$ cat src/hw/rtl/i2c_master_bit_engine_unit_macros.svh
// ----------------------------------------------------------------------------
// i2c master bit engine assertion macros
// shared property shorthands for the bit engine checks
// ----------------------------------------------------------------------------
`ifndef I2C_MASTER_BIT_ENGINE_UNIT_MACROS_SVH
`define I2C_MASTER_BIT_ENGINE_UNIT_MACROS_SVH

// same-cycle implication, disabled during reset
`define I2CM_ASSERT_NOW(label, clk, rst, ante, cons, msg) \
  label: assert property (@(posedge clk) disable iff (rst) (ante) |-> (cons)) \
    else $error(msg);

// next-cycle implication, disabled during reset
`define I2CM_ASSERT_NEXT(label, clk, rst, ante, cons, msg) \
  label: assert property (@(posedge clk) disable iff (rst) (ante) |=> (cons)) \
    else $error(msg);

`endif

$ cat src/hw/rtl/i2cm_pkg.sv
// ----------------------------------------------------------------------------
// i2cm_pkg
// types, codes and reset values shared by the i2c master bit engine
// ----------------------------------------------------------------------------
package i2cm_pkg;

  localparam logic [7:0]  HALF_PERIOD_RST = 8'd5;
  localparam logic [15:0] ACK_TIMEOUT_RST = 16'd100;
  localparam int          QUEUE_DEPTH     = 2;

  // request codes on the input kind field
  localparam logic [2:0] REQ_START = 3'd0;
  localparam logic [2:0] REQ_STOP  = 3'd1;
  localparam logic [2:0] REQ_WRITE = 3'd2;
  localparam logic [2:0] REQ_READ  = 3'd3;
  localparam logic [2:0] REQ_TICK  = 3'd4;

  // command codes held by the engine
  localparam logic [1:0] CMD_START = 2'd0;
  localparam logic [1:0] CMD_STOP  = 2'd1;
  localparam logic [1:0] CMD_WRITE = 2'd2;
  localparam logic [1:0] CMD_READ  = 2'd3;

  // configuration register indexes
  localparam logic CFG_HALF_PERIOD = 1'b0;
  localparam logic CFG_ACK_TIMEOUT = 1'b1;

  typedef struct packed {
    logic       is_cmd;
    logic       is_tick;
    logic [1:0] cmd;
    logic [7:0] tx_byte;
    logic       send_ack;
    logic       sda_in;
  } op_t;

  typedef struct packed {
    logic       cmd_rejected;
    logic [7:0] rx_byte;
    logic       timed_out;
    logic       got_ack;
    logic       done_res;
    logic       busy_res;
    logic       sda_drive;
    logic       scl_level;
  } res_t;

endpackage

$ cat src/hw/rtl/i2cm_front.sv
// ----------------------------------------------------------------------------
// i2cm_front
// accepts input beats, sorts them into command, tick or no-op entries
// ----------------------------------------------------------------------------
module i2cm_front (
  input  logic            valid,
  output logic            ready,
  input  logic [15:0]     data,
  input  logic [2:0]      kind,
  output logic            q_push,
  output i2cm_pkg::op_t   q_op,
  input  logic            q_full
);
  import i2cm_pkg::*;

  assign ready  = !q_full;
  assign q_push = valid && !q_full;

  always_comb begin
    q_op          = '0;
    q_op.tx_byte  = data[7:0];
    q_op.send_ack = data[8];
    q_op.sda_in   = data[9];
    q_op.cmd      = kind[1:0];
    case (kind)
      REQ_START, REQ_STOP, REQ_WRITE, REQ_READ: begin
        q_op.is_cmd = 1'b1;
      end
      REQ_TICK: begin
        q_op.is_tick = 1'b1;
      end
      default: begin
        // unknown codes pass through as no-op beats
        q_op.is_cmd  = 1'b0;
      end
    endcase
  end

endmodule

$ cat src/hw/rtl/i2cm_queue.sv
// ----------------------------------------------------------------------------
// i2cm_queue
// short fifo between the front and the engine
// ----------------------------------------------------------------------------
module i2cm_queue #(
  parameter int DEPTH = i2cm_pkg::QUEUE_DEPTH
) (
  input  logic            clk,
  input  logic            rst,
  input  logic            push,
  input  i2cm_pkg::op_t   wr_data,
  output logic            full,
  input  logic            pop,
  output i2cm_pkg::op_t   rd_data,
  output logic            not_empty
);
  import i2cm_pkg::*;

  localparam int PTR_W = (DEPTH > 1) ? $clog2(DEPTH) : 1;
  localparam int CNT_W = $clog2(DEPTH + 1);

  op_t              mem [DEPTH];
  logic [PTR_W-1:0] wr_ptr;
  logic [PTR_W-1:0] rd_ptr;
  logic [CNT_W-1:0] count;

  assign full      = (count == CNT_W'(DEPTH));
  assign not_empty = (count != '0);
  assign rd_data   = mem[rd_ptr];

  always_ff @(posedge clk) begin
    if (push) begin
      mem[wr_ptr] <= wr_data;
    end
  end

  always_ff @(posedge clk) begin
    if (rst) begin
      wr_ptr <= '0;
      rd_ptr <= '0;
      count  <= '0;
    end else begin
      if (push) begin
        wr_ptr <= (wr_ptr == PTR_W'(DEPTH - 1)) ? '0 : wr_ptr + 1'b1;
      end
      if (pop) begin
        rd_ptr <= (rd_ptr == PTR_W'(DEPTH - 1)) ? '0 : rd_ptr + 1'b1;
      end
      if (push && !pop) begin
        count <= count + 1'b1;
      end else if (pop && !push) begin
        count <= count - 1'b1;
      end
    end
  end

endmodule

$ cat src/hw/rtl/i2cm_engine.sv
// ----------------------------------------------------------------------------
// i2cm_engine
// bit-phase sequencer for scl and sda, one queued beat per cycle while the output is not stalled
// ----------------------------------------------------------------------------
module i2cm_engine (
  input  logic            clk,
  input  logic            rst,
  input  logic [7:0]      half_period,
  input  logic [15:0]     ack_timeout,
  input  logic            q_valid,
  input  i2cm_pkg::op_t   q_op,
  output logic            q_pop,
  output logic            out_valid,
  input  logic            out_ready,
  output i2cm_pkg::res_t  out_res
);
  import i2cm_pkg::*;

  localparam logic [3:0] PH_IDLE    = 4'd0;
  localparam logic [3:0] PH_ST_A    = 4'd1;
  localparam logic [3:0] PH_ST_B    = 4'd2;
  localparam logic [3:0] PH_ST_C    = 4'd3;
  localparam logic [3:0] PH_SP_A    = 4'd4;
  localparam logic [3:0] PH_SP_B    = 4'd5;
  localparam logic [3:0] PH_SP_C    = 4'd6;
  localparam logic [3:0] PH_WR_LOW  = 4'd7;
  localparam logic [3:0] PH_WR_HIGH = 4'd8;
  localparam logic [3:0] PH_AK_LOW  = 4'd9;
  localparam logic [3:0] PH_AK_HIGH = 4'd10;
  localparam logic [3:0] PH_AK_WAIT = 4'd11;
  localparam logic [3:0] PH_AK_TAIL = 4'd12;
  localparam logic [3:0] PH_RD_LOW  = 4'd13;
  localparam logic [3:0] PH_RD_HIGH = 4'd14;

  logic [3:0]  phase, phase_next;
  logic [1:0]  cur_cmd, cur_cmd_next;
  logic [3:0]  bit_index, bit_index_next;
  logic [7:0]  shift_reg, shift_reg_next;
  logic [7:0]  phase_ticks, phase_ticks_next;
  logic [15:0] wait_ticks, wait_ticks_next;
  logic        scl_out, scl_out_next;
  logic        sda_out, sda_out_next;
  logic        ack_choice, ack_choice_next;
  logic        ack_seen, ack_seen_next;

  logic        go_enter;
  logic [3:0]  enter_ph;
  logic [7:0]  ticks_inc;
  res_t        res_next;

  assign q_pop     = q_valid && (!out_valid || out_ready);
  assign ticks_inc = phase_ticks + 8'd1;

  always_comb begin
    phase_next       = phase;
    cur_cmd_next     = cur_cmd;
    bit_index_next   = bit_index;
    shift_reg_next   = shift_reg;
    phase_ticks_next = phase_ticks;
    wait_ticks_next  = wait_ticks;
    scl_out_next     = scl_out;
    sda_out_next     = sda_out;
    ack_choice_next  = ack_choice;
    ack_seen_next    = ack_seen;
    go_enter         = 1'b0;
    enter_ph         = PH_IDLE;
    res_next         = '0;

    if (q_op.is_cmd) begin
      if (phase != PH_IDLE) begin
        res_next.cmd_rejected = 1'b1;
      end else begin
        cur_cmd_next    = q_op.cmd;
        bit_index_next  = '0;
        ack_seen_next   = 1'b0;
        wait_ticks_next = '0;
        go_enter        = 1'b1;
        case (q_op.cmd)
          CMD_START: begin
            enter_ph = PH_ST_A;
          end
          CMD_STOP: begin
            enter_ph = PH_SP_A;
          end
          CMD_WRITE: begin
            shift_reg_next = q_op.tx_byte;
            enter_ph       = PH_WR_LOW;
          end
          default: begin
            shift_reg_next  = '0;
            ack_choice_next = q_op.send_ack;
            enter_ph        = PH_RD_LOW;
          end
        endcase
      end
    end else if (q_op.is_tick && phase != PH_IDLE) begin
      if (phase == PH_AK_WAIT) begin
        if (!q_op.sda_in) begin
          ack_seen_next = 1'b1;
          go_enter      = 1'b1;
          enter_ph      = PH_AK_TAIL;
        end else if (wait_ticks >= ack_timeout) begin
          ack_seen_next = 1'b0;
          go_enter      = 1'b1;
          enter_ph      = PH_SP_A;
        end else begin
          wait_ticks_next = wait_ticks + 16'd1;
        end
      end else begin
        phase_ticks_next = ticks_inc;
        if (ticks_inc >= half_period) begin
          case (phase)
            PH_ST_A: begin
              go_enter = 1'b1;
              enter_ph = PH_ST_B;
            end
            PH_ST_B: begin
              go_enter = 1'b1;
              enter_ph = PH_ST_C;
            end
            PH_SP_A: begin
              go_enter = 1'b1;
              enter_ph = PH_SP_B;
            end
            PH_SP_B: begin
              go_enter = 1'b1;
              enter_ph = PH_SP_C;
            end
            PH_ST_C, PH_SP_C: begin
              phase_next         = PH_IDLE;
              res_next.done_res  = 1'b1;
              res_next.timed_out = (cur_cmd == CMD_WRITE);
            end
            PH_WR_LOW: begin
              go_enter = 1'b1;
              enter_ph = PH_WR_HIGH;
            end
            PH_WR_HIGH: begin
              shift_reg_next = {shift_reg[6:0], 1'b0};
              bit_index_next = bit_index + 4'd1;
              go_enter       = 1'b1;
              enter_ph       = (bit_index_next >= 4'd8) ? PH_AK_LOW : PH_WR_LOW;
            end
            PH_RD_LOW: begin
              go_enter = 1'b1;
              enter_ph = PH_RD_HIGH;
            end
            PH_RD_HIGH: begin
              shift_reg_next = {shift_reg[6:0], q_op.sda_in};
              bit_index_next = bit_index + 4'd1;
              go_enter       = 1'b1;
              enter_ph       = (bit_index_next >= 4'd8) ? PH_AK_LOW : PH_RD_LOW;
            end
            PH_AK_LOW: begin
              go_enter = 1'b1;
              enter_ph = PH_AK_HIGH;
            end
            PH_AK_HIGH: begin
              go_enter = 1'b1;
              enter_ph = (cur_cmd == CMD_WRITE) ? PH_AK_WAIT : PH_AK_TAIL;
            end
            PH_AK_TAIL: begin
              phase_next        = PH_IDLE;
              res_next.done_res = 1'b1;
              sda_out_next      = 1'b1;
              if (cur_cmd == CMD_WRITE) begin
                res_next.got_ack = ack_seen;
              end else begin
                res_next.rx_byte = shift_reg;
              end
            end
            default: begin
              phase_next = PH_IDLE;
            end
          endcase
        end
      end
    end

    // phase entry drives the pins for the new phase
    if (go_enter) begin
      phase_next       = enter_ph;
      phase_ticks_next = '0;
      case (enter_ph)
        PH_ST_A: begin
          scl_out_next = 1'b1;
          sda_out_next = 1'b1;
        end
        PH_ST_B: begin
          scl_out_next = 1'b1;
          sda_out_next = 1'b0;
        end
        PH_ST_C, PH_SP_A: begin
          scl_out_next = 1'b0;
          sda_out_next = 1'b0;
        end
        PH_SP_B: begin
          scl_out_next = 1'b1;
          sda_out_next = 1'b0;
        end
        PH_SP_C: begin
          scl_out_next = 1'b1;
          sda_out_next = 1'b1;
        end
        PH_WR_LOW: begin
          scl_out_next = 1'b0;
          sda_out_next = shift_reg_next[7];
        end
        PH_AK_LOW: begin
          scl_out_next = 1'b0;
          sda_out_next = !((cur_cmd_next == CMD_READ) && ack_choice_next);
        end
        PH_AK_WAIT: begin
          scl_out_next    = 1'b1;
          sda_out_next    = 1'b1;
          wait_ticks_next = '0;
        end
        PH_AK_TAIL: begin
          scl_out_next = 1'b0;
        end
        PH_RD_LOW: begin
          scl_out_next = 1'b0;
          sda_out_next = 1'b1;
        end
        PH_WR_HIGH, PH_AK_HIGH, PH_RD_HIGH: begin
          scl_out_next = 1'b1;
        end
        default: begin
          scl_out_next = scl_out;
        end
      endcase
    end

    res_next.scl_level = scl_out_next;
    res_next.sda_drive = sda_out_next;
    res_next.busy_res  = (phase_next != PH_IDLE);
  end

  always_ff @(posedge clk) begin
    if (rst) begin
      phase       <= PH_IDLE;
      cur_cmd     <= CMD_START;
      bit_index   <= '0;
      shift_reg   <= '0;
      phase_ticks <= '0;
      wait_ticks  <= '0;
      scl_out     <= 1'b1;
      sda_out     <= 1'b1;
      ack_choice  <= 1'b0;
      ack_seen    <= 1'b0;
      out_valid   <= 1'b0;
    end else begin
      if (q_pop) begin
        phase       <= phase_next;
        cur_cmd     <= cur_cmd_next;
        bit_index   <= bit_index_next;
        shift_reg   <= shift_reg_next;
        phase_ticks <= phase_ticks_next;
        wait_ticks  <= wait_ticks_next;
        scl_out     <= scl_out_next;
        sda_out     <= sda_out_next;
        ack_choice  <= ack_choice_next;
        ack_seen    <= ack_seen_next;
        out_valid   <= 1'b1;
      end else if (out_ready) begin
        out_valid   <= 1'b0;
      end
    end
  end

  // result register, payload only
  always_ff @(posedge clk) begin
    if (q_pop) begin
      out_res <= res_next;
    end
  end

endmodule

$ cat src/hw/rtl/i2c_master_bit_engine_unit.sv
// ----------------------------------------------------------------------------
// i2c_master_bit_engine_unit
// i2c master bit engine: front classifier, beat queue, bit-phase sequencer
//
//   channel  direction  signals                      beat
//   s        in         s_tvalid s_tready s_tdata    one request or tick
//                       s_tuser
//   m        out        m_tvalid m_tready m_tdata    one result per input beat
//   cfg      in         cfg_valid cfg_ready          one register write
//                       cfg_index cfg_data
//
// one beat per cycle sustained while m_tready holds; the engine updates all
// sequencer state for each beat it takes and writes its result into the output
// register; an input beat is held in a queue slot, then in the result register
// a stalled m side fills the queue, after which s_tready drops
// rst is synchronous: pins released, sequencer idle, queue and output empty
// cfg_ready is always high; writes apply to the next beat the engine takes
// ----------------------------------------------------------------------------
`include "i2c_master_bit_engine_unit_macros.svh"

module i2c_master_bit_engine_unit #(
  parameter int QUEUE_DEPTH = i2cm_pkg::QUEUE_DEPTH
) (
  input  logic        clk,
  input  logic        rst,
  input  logic        s_tvalid,
  output logic        s_tready,
  input  logic [15:0] s_tdata,   // tx_byte[7:0], send_ack[8], sda_in[9], zero[15:10]
  input  logic [2:0]  s_tuser,   // req_type[2:0]
  output logic        m_tvalid,
  input  logic        m_tready,
  output logic [15:0] m_tdata,   // scl_level[0], sda_drive[1], busy_res[2], done_res[3],
                                 // got_ack[4], timed_out[5], rx_byte[13:6],
                                 // cmd_rejected[14], zero[15]
  input  logic        cfg_valid,
  output logic        cfg_ready,
  input  logic        cfg_index,
  input  logic [15:0] cfg_data
);
  import i2cm_pkg::*;

  logic [7:0]  half_period;
  logic [15:0] ack_timeout;
  logic        q_push;
  logic        q_full;
  logic        q_pop;
  logic        q_valid;
  op_t         q_in;
  op_t         q_out;
  res_t        res;

  assign cfg_ready = 1'b1;

  always_ff @(posedge clk) begin
    if (rst) begin
      half_period <= HALF_PERIOD_RST;
      ack_timeout <= ACK_TIMEOUT_RST;
    end else if (cfg_valid && cfg_ready) begin
      case (cfg_index)
        CFG_HALF_PERIOD: half_period <= cfg_data[7:0];
        CFG_ACK_TIMEOUT: ack_timeout <= cfg_data;
        default:         half_period <= half_period;
      endcase
    end
  end

  i2cm_front u_front (
    .valid  (s_tvalid),
    .ready  (s_tready),
    .data   (s_tdata),
    .kind   (s_tuser),
    .q_push (q_push),
    .q_op   (q_in),
    .q_full (q_full)
  );

  i2cm_queue #(
    .DEPTH (QUEUE_DEPTH)
  ) u_queue (
    .clk       (clk),
    .rst       (rst),
    .push      (q_push),
    .wr_data   (q_in),
    .full      (q_full),
    .pop       (q_pop),
    .rd_data   (q_out),
    .not_empty (q_valid)
  );

  i2cm_engine u_engine (
    .clk         (clk),
    .rst         (rst),
    .half_period (half_period),
    .ack_timeout (ack_timeout),
    .q_valid     (q_valid),
    .q_op        (q_out),
    .q_pop       (q_pop),
    .out_valid   (m_tvalid),
    .out_ready   (m_tready),
    .out_res     (res)
  );

  assign m_tdata = {1'b0, res.cmd_rejected, res.rx_byte, res.timed_out, res.got_ack,
                    res.done_res, res.busy_res, res.sda_drive, res.scl_level};

  `I2CM_ASSERT_NEXT(a_pop_fills_output, clk, rst, q_pop, m_tvalid, "engine took a beat but no result followed")
  `I2CM_ASSERT_NOW(a_reject_while_busy, clk, rst, m_tvalid && res.cmd_rejected, res.busy_res, "command rejected while idle")
  `I2CM_ASSERT_NOW(a_timeout_ends_write, clk, rst, m_tvalid && res.timed_out, res.done_res && !res.got_ack, "timeout without completion or with ack")
  `I2CM_ASSERT_NOW(a_rx_only_on_done, clk, rst, m_tvalid && (res.rx_byte != 8'd0), res.done_res && !res.busy_res, "received byte shown outside completion")

endmodule
$ cat config.mk
export PLATFORM = sky130hd
export DESIGN_NAME = i2c_master_bit_engine_unit
export DESIGN_NICKNAME = d
export VERILOG_FILES = /design/src/hw/rtl/i2cm_pkg.sv /design/src/hw/rtl/i2cm_front.sv /design/src/hw/rtl/i2cm_queue.sv /design/src/hw/rtl/i2cm_engine.sv /design/src/hw/rtl/i2c_master_bit_engine_unit.sv
export VERILOG_INCLUDE_DIRS = /design/src /design/src/hw/rtl
export SDC_FILE = /design/constraint.sdc
export NUM_CORES = 1
export LEC_CHECK = 0
export BUFFER_PORTS_ARGS = -buffer_cell sky130_fd_sc_hd__buf_2
export CAP_MARGIN = 20
export CORE_UTILIZATION = 60
export CTS_CLUSTER_DIAMETER = 120
export DETAILED_ROUTE_END_ITERATION = 10
export GPL_TIMING_DRIVEN = 0
export HOLD_SLACK_MARGIN = 0.03
export PLACE_DENSITY = 0.82
export RECOVER_POWER = 100
export SLEW_MARGIN = 20
export SYNTH_ARGS = -nofsm -noshare
export SYNTH_HDL_FRONTEND = slang
export SYNTH_SLANG_ARGS = --single-unit
$ cat constraint.sdc
create_clock -name clk -period 4.35 [get_ports clk]
set_clock_uncertainty 0.2 [all_clocks]
set_input_delay 0.87 -clock clk [delete_from_list [all_inputs] [get_ports clk]]
set_output_delay 0.87 -clock clk [all_outputs]
set_load 0.02 [all_outputs]
==> results of run 1 <==
[worst paths after layout]
kind / startpoint / end / slack, ns / cells after the start
worst min register to register: ack_timeout[3] / ack_timeout[3] / 0.26 / 2
worst max register to register: u_engine.phase_ticks[0] / u_engine.phase[0] / 0.26 / 15
worst min-delay path: ack_timeout[3] / ack_timeout[3] / 0.26 / 2
worst max-delay path: u_engine.phase_ticks[0] / u_engine.phase[0] / 0.26 / 15
[Yosys cell counts, drive strengths merged (5+ instances only)]
cell	instances	area share, %
nand2	93	5.6
dfxtp	76	24
nor2	59	3.6
a21oi	57	4.6
edfxtp	43	21
inv	34	2.1
ha	28	5.6
clkbuf	23	1.4
nand3	21	1.7
mux2i	17	2.7
o21ai	17	1.4
a211oi	15	1.9
nand2b	15	1.5
nor3	15	1.2
and2	13	1.3
a31oi	12	1.2
buf	12	0.97
and3	11	1.1
a311oi	10	1.5
nand3b	9	1.1
nor4	9	0.90
xor2	9	1.3
nand4	8	0.80
nor2b	7	0.70
xnor2	7	0.99
o22ai	6	0.60
o31ai	6	0.72
a41oi	5	0.70
[worst max-delay path: cells and delay by family (launching register included)]
kind                       cells  cell delay, ns
and+or+nand+nor                5            1.06
AOI/OAI and AO/OA              5            0.98
xor gates and xnor gates       1            0.25
buffers and inverters          2            0.48
DFF                            1            0.44
adders and majority gates      2            0.59
[logic make-up (layout without fill, tap and decap cells)]
family / Yosys count / count (layout) / share of synthesized area (%)
buf+inv: 69 / 153 / 4.40
fa+ha+maj: 28 / 28 / 5.63
xor+xnor: 16 / 16 / 2.25
mux: 20 / 20 / 3.28
flops: 119 / 119 / 45.2
compound gates: 159 / 159 / 17.1
simple gates: 279 / 279 / 22.0
other cells: 2 / 2 / 0.121
[routing by layer]
metal / GRT usage, % / wire length (um)
met5: 0 / 0
met4: 14.9 / 404
met3: 6.36 / 1410
met2: 49.3 / 7650
met1: 42.6 / 7240
[cell type report]
class | count | area [um2] | share of cell area [%]
repair buffers | 52 | 236 | 3.25
well taps | 133 | 166 | 2.29
flip-flops and latches | 119 | 2810 | 38.6
clock inverters | 15 | 179 | 2.46
inverters | 34 | 128 | 1.75
clock buffers | 17 | 414 | 5.69
multi-input cells | 504 | 3200 | 43.9
plain buffers | 35 | 145 | 1.99
[power groups by stage]
stage                     clock network, uW  registers (uW)  logic, uW
after floorplan                           0            1550       1070
after global placement                    0            1480       1560
after detailed placement                  0            1490       1590
after CTS                              1400            1470       1610
after global routing                   1450            1500       1810
final                                  1400            1480       1680
[timing repair]
action                     4_1_cts  5_1_grt
pin swaps                        0        3
buffers inserted                 0        2
hold buffers                     0        0
gates resized for setup          4        9
setup endpoints to repair       18       35
[stage by stage]
stage / power, uW / setup WS [ns] / hold WS (ns) / instances
finish: 4560 / 0.259 / 0.258 / 909
global route: 4760 / -0.0320 / 0.280 / 909
CTS: 4490 / -0.0373 / 0.257 / 907
detailed placement: 3080 / -0.237 / 0.248 / 875
global placement: 3040 / -0.112 / 0.245 / 875
floorplan: 2620 / 0.819 / 0.232 / 692
==> flow_summary.toml, run 1 <==
[finish]
largest_register_ffs = 28
final_cell_mix = "93 x nand2_1, 76 x dfxtp_1, 57 x nor2_1"
nFillCells = 751
top_regs = "u_queue.mem: 28 flops, ack_timeout: 16 flops, u_engine.wait_ticks: 16 flops"
final_area_mm2 = 0.00728
drive_above_1_share_pct = 11.5
syn_to_final_growth_pct = 17.0
antennaDiodeCount = 0
final_nets = 832
final_util_pct = 73.5
final_common_cell = "nand2_1"
top_register = "u_queue.mem"

[placed_design]
routabilityCongestion = 0.953
post_dp_cell_area_mm2 = 0.00664
dp_hpwl_mm = 11.8
io_buffers = 50

[sta]
slew_viol_final = 0
relSlewSlack_pct = 25.6
final-hold-violation-count = 0
finalSetupTns_ns = 0
setup_viol = 0
clock.fmax_mhz = 244
fin_crit_sh_pct = 94.0
min_period_ns = 4.09
worstMarginPinSlew_ns = 1.11

[drt]
via_count = 5642
drtAntennaViolNets = 0
vias_per_cell = 6.21
drtPass1Iterations = 5
drt-total-wl_mm = 16.7
drt_iter0_markers = 446
drc = 0
drt-wirelength-per-cell_um = 18.4

[logic_synthesis]
syn_area_per_cell_um2 = 8.99
synth_edf_count = 43
synth_cells = 692
syn_nets = 761
ys.flop_type = "dfxtp_1"
yosys_warnings = 0
ys_ff_latch = 119
synth.yosys.seq_area_share_pct = 45.2
synth.distinct_cells = 63
ys_async_sr_fraction_pct = 0
synth_area_mm2 = 0.00622

[floorplan]
start_util_pct = 62.8
dieArea_mm2 = 0.0108
fp-row-count = 36
die_h_um = 104
core_area_mm2 = 0.00991
dieWidth_um = 104
ioPinCount = 60

[run_status]
outcome = "finished, final reports clean"

[setup_path]
worstPathRequired_ns = 4.58
cp-start-kind = "flop"
cp.arrival_ns = 4.32
cpMaxStageDelayCell = "dfxtp_1"
endpoint_kind = "flop"
timing_worst_setup_path_type = "reg2reg"
cp_max_fo = 10
max_stage_delay_ns = 0.44
path_cells = "ha_1 -> nand3_1 -> nor2_1 -> xor2_1 -> ha_1 -> a21o_1 -> a21oi_2 -> o211ai_1 -> buf_4 -> nand4_1 -> nand2_1 -> clkbuf_1 -> nor3_4 -> a211oi_1 -> a211oi_1"

[global_route]
grt_pass1_vias = 5339
grt_first_pass_wirelength_mm = 26.6
antenna_found_initial = 0
grt_max_degree = 25
grt_util_all_layers_pct = 31.8
grt-ovfl-total = 0

[power]
power.switching_uw = 1770
p_int_uw = 2780
swShare_pct = 38.9
seq_power_share_pct = 32.4
power_frac_clock_pct = 30.7
ir_drop_uv = 499
pwr-share-comb_pct = 36.9
leakage_uw = 0.00274
p_per_area_mw_per_mm2 = 626

[clock_network]
cts_made_buffers = 17
clk_latency_ns = 0.54
clk_pin_slew_ns = 0.06
cts_tree = "built"
cts.sinks = 119
htreeDepth = 4
cts_buffer_depth = 2
root_buffer = "clkbuf_8"

[min_path]
min_path_type = "reg2reg"

[run]
cap_violations = 0
No activity file was read; power rests on OpenSTA's default activity.
==> run 2: changes to the inputs <==
Settings changed: ABC_AREA set to 1, SLEW_MARGIN 20 to unset.
==> run 2 against run 1 <==
Utilization is 0.80 points lower. Total power is 13% higher. Combinational power up 18%. Sequential cell count unchanged. Area after synthesis up 0.46%. Largest cell class unchanged. Critical endpoint is now u_engine.out_res[1]. Die area grew 0.45%. Critical path type unchanged.
==> flow_summary.toml, run 2 <==
[global_route]
grt_first_pass_wirelength_mm = 24.6
antenna_found_initial = 0
grt_pass1_vias = 5373
grt_util_all_layers_pct = 28.7
grt-ovfl-total = 0
grt_max_degree = 17

[clock_network]
cts_made_buffers = 17
htreeDepth = 4
cts_resized = 0
cts.sinks = 119
clk_pin_slew_ns = 0.06
root_buffer = "clkbuf_8"
cts_tree = "built"
clk_latency_ns = 0.54
post-cts-setup-buffer-count = 0
ctsHoldBuffers = 0
cts_buffer_depth = 2

[finish]
antennaDiodeCount = 0
syn_to_final_growth_pct = 15.7
final_cell_mix = "161 x nand2_1, 108 x inv_1, 86 x a21oi_1"
top_register = "u_queue.mem"
final_util_pct = 72.7
largest_register_ffs = 28
drive_above_1_share_pct = 9.38
top_regs = "u_queue.mem: 28 flops, ack_timeout: 16 flops, u_engine.wait_ticks: 16 flops"
final_nets = 952
final_common_cell = "nand2_1"

[drt]
drt-total-wl_mm = 15.1
vias_per_cell = 5.60
drt_iter0_markers = 598
drt-wirelength-per-cell_um = 14.7
drc = 0
via_count = 5760
drtAntennaViolNets = 0
drtPass1Iterations = 6

[setup_path]
path_buf_inv = 3
cp.arrival_ns = 3.86
max_stage_delay_ns = 0.42
cpMaxStageDelayCell = "dfxtp_1"
worstPathRequired_ns = 4.44
timing_worst_setup_path_type = "reg2reg"
cp-start-kind = "flop"
r2r_slack_ns = 0.58
critPathTopFamily = "simple AND/OR/NAND/NOR gates"
cp_max_fo = 8
path_cells = "nand3_1 -> nor2_1 -> nand2_1 -> nor3_1 -> xor2_1 -> ha_1 -> nand2_1 -> inv_1 -> nor2_1 -> o21a_1 -> nand2_1 -> nand2_1 -> nor2_1 -> nor2_1 -> clkinv_1 -> nand2_1 -> inv_1 -> nand2_4 -> nand2_1 -> nor2_1 -> nand2_1 -> and2_1"
critPathMostFrequentCell = "nand2_1"
endpoint_kind = "flop"

[sta]
relSlewSlack_pct = 7.04
worstMarginPinSlew_ns = 1.38
fin_crit_sh_pct = 86.7
min_period_ns = 3.77
final-hold-violation-count = 0
finalSetupTns_ns = 0
clock.fmax_mhz = 265
slew_viol_final = 0
setup_viol = 0
rsz0062_at_grt = "no"

[logic_synthesis]
synth.yosys.seq_area_share_pct = 45.0
synth_top_cells_by_count = "160 x nand2_1, 102 x inv_1, 85 x a21oi_1"
ys.flop_type = "dfxtp_1"
ys_async_sr_fraction_pct = 0
yosys_warnings = 0
synth.distinct_cells = 48
ys_ff_latch = 119
synth_edf_count = 43
synth_cells = 810
syn_area_per_cell_um2 = 7.72
synth_area_mm2 = 0.00625
syn_nets = 879
yosys.area.top_type_share_pct = 24.3
synth_top_area_cell = "dfxtp_1"
yosysMostFrequentCell = "nand2_1"
yosys-top-cells-area = "dfxtp_1 24%, edfxtp_1 21%, nand2_1 9.6%"

[floorplan]
core_area_mm2 = 0.00995
dieArea_mm2 = 0.0108
die_h_um = 104
fp-row-count = 36
dieWidth_um = 104
start_util_pct = 62.8
ioPinCount = 60

[placed_design]
routabilityCongestion = 0.945
io_buffers = 51
dp_hpwl_mm = 10.8

[run]
cap_violations = 0

[power]
seq_power_share_pct = 33.3
p_per_area_mw_per_mm2 = 713
p_int_uw = 3010
ir_drop_uv = 574
leakage_uw = 0.00315
swShare_pct = 41.6
power_frac_clock_pct = 28.2
pwr-share-comb_pct = 38.5
power.switching_uw = 2150

[min_path]
min_path_type = "reg2reg"

[run_status]
outcome = "finished, final reports clean"
run 2: cell types whose count changed after synthesis, sizes merged, moves of 22 or more:
cell   change
inv       +81
a21oi     +30
nor2      +22
o21ai     +64
nand2     +70
run 2: final cells by class:
class / count / area [um2]
clock inverter: 14 / 188
multi-input combinational: 551 / 2850
clock buffer: 18 / 428
fill: 790 / 2720
tap: 133 / 166
sequential: 119 / 2810
buffer: 24 / 113
timing repair buffer: 54 / 238
inverter: 116 / 438
run 2: metrics by stage:
| stage | total power [uW] | hold slack, ns | instance area (um2) | instances | setup WS [ns] |
|---|---|---|---|---|---|
| 5_1_grt | 5470 | 0.280 | 7230 | 1029 | 0.253 |
| 2_1_floorplan | 3160 | 0.226 | 6250 | 810 | 1.38 |
| 6_report | 5160 | 0.263 | 7230 | 1029 | 0.580 |
| 3_5_place_dp | 3730 | 0.257 | 6690 | 995 | 0.839 |
| 3_3_place_gp | 3610 | 0.237 | 6670 | 994 | 0.946 |
| 4_1_cts | 5200 | 0.261 | 7300 | 1027 | 0.820 |
run 2: final timing paths:
path,startpoint,to,cells after the start
max,u_engine.phase_ticks[0],u_engine.out_res[1],22
min,ack_timeout[13],ack_timeout[13],2
max reg2reg,u_engine.phase_ticks[0],u_engine.out_res[1],22
min reg2reg,ack_timeout[13],ack_timeout[13],2
run 2: cell families (layout without fill, tap and decap cells):
family	Yosys count	count (layout)	share of synthesized area, %
simple gates	313	313	21.3
compound gates	201	201	18.2
buf+inv	140	226	8.83
flops	119	119	45.0
fa+ha+maj	28	28	5.60
xor+xnor	6	6	0.841
other cells	2	2	0.120
mux	1	1	0.160
run 2: per-layer routing:
metal | up-vias | track usage, % | share of wire, %
met5 | - | 0 | 0
met4 | 0 | 11.3 | 1.9
met3 | 30 | 7.21 | 8.1
met2 | 252 | 47.0 | 47
met1 | 2627 | 36.4 | 43
li1 | 2851 | - | -
run 2: worst register-to-register path, delay by kind of cell, from the launching register on:
family	cells	cell delay, ns
simple gates	16	1.94
flops	1	0.42
buf+inv	3	0.29
fa+ha+maj	1	0.28
xor+xnor	1	0.24
compound gates	1	0.13
run 2: power groups by stage:
stage / registers [uW] / clock network [uW] / logic [uW]
after floorplan: 1770 / 0 / 1390
after global placement: 1720 / 0 / 1900
after detailed placement: 1730 / 0 / 2000
after CTS: 1710 / 1460 / 2020
after global routing: 1750 / 1510 / 2210
final: 1720 / 1450 / 1990
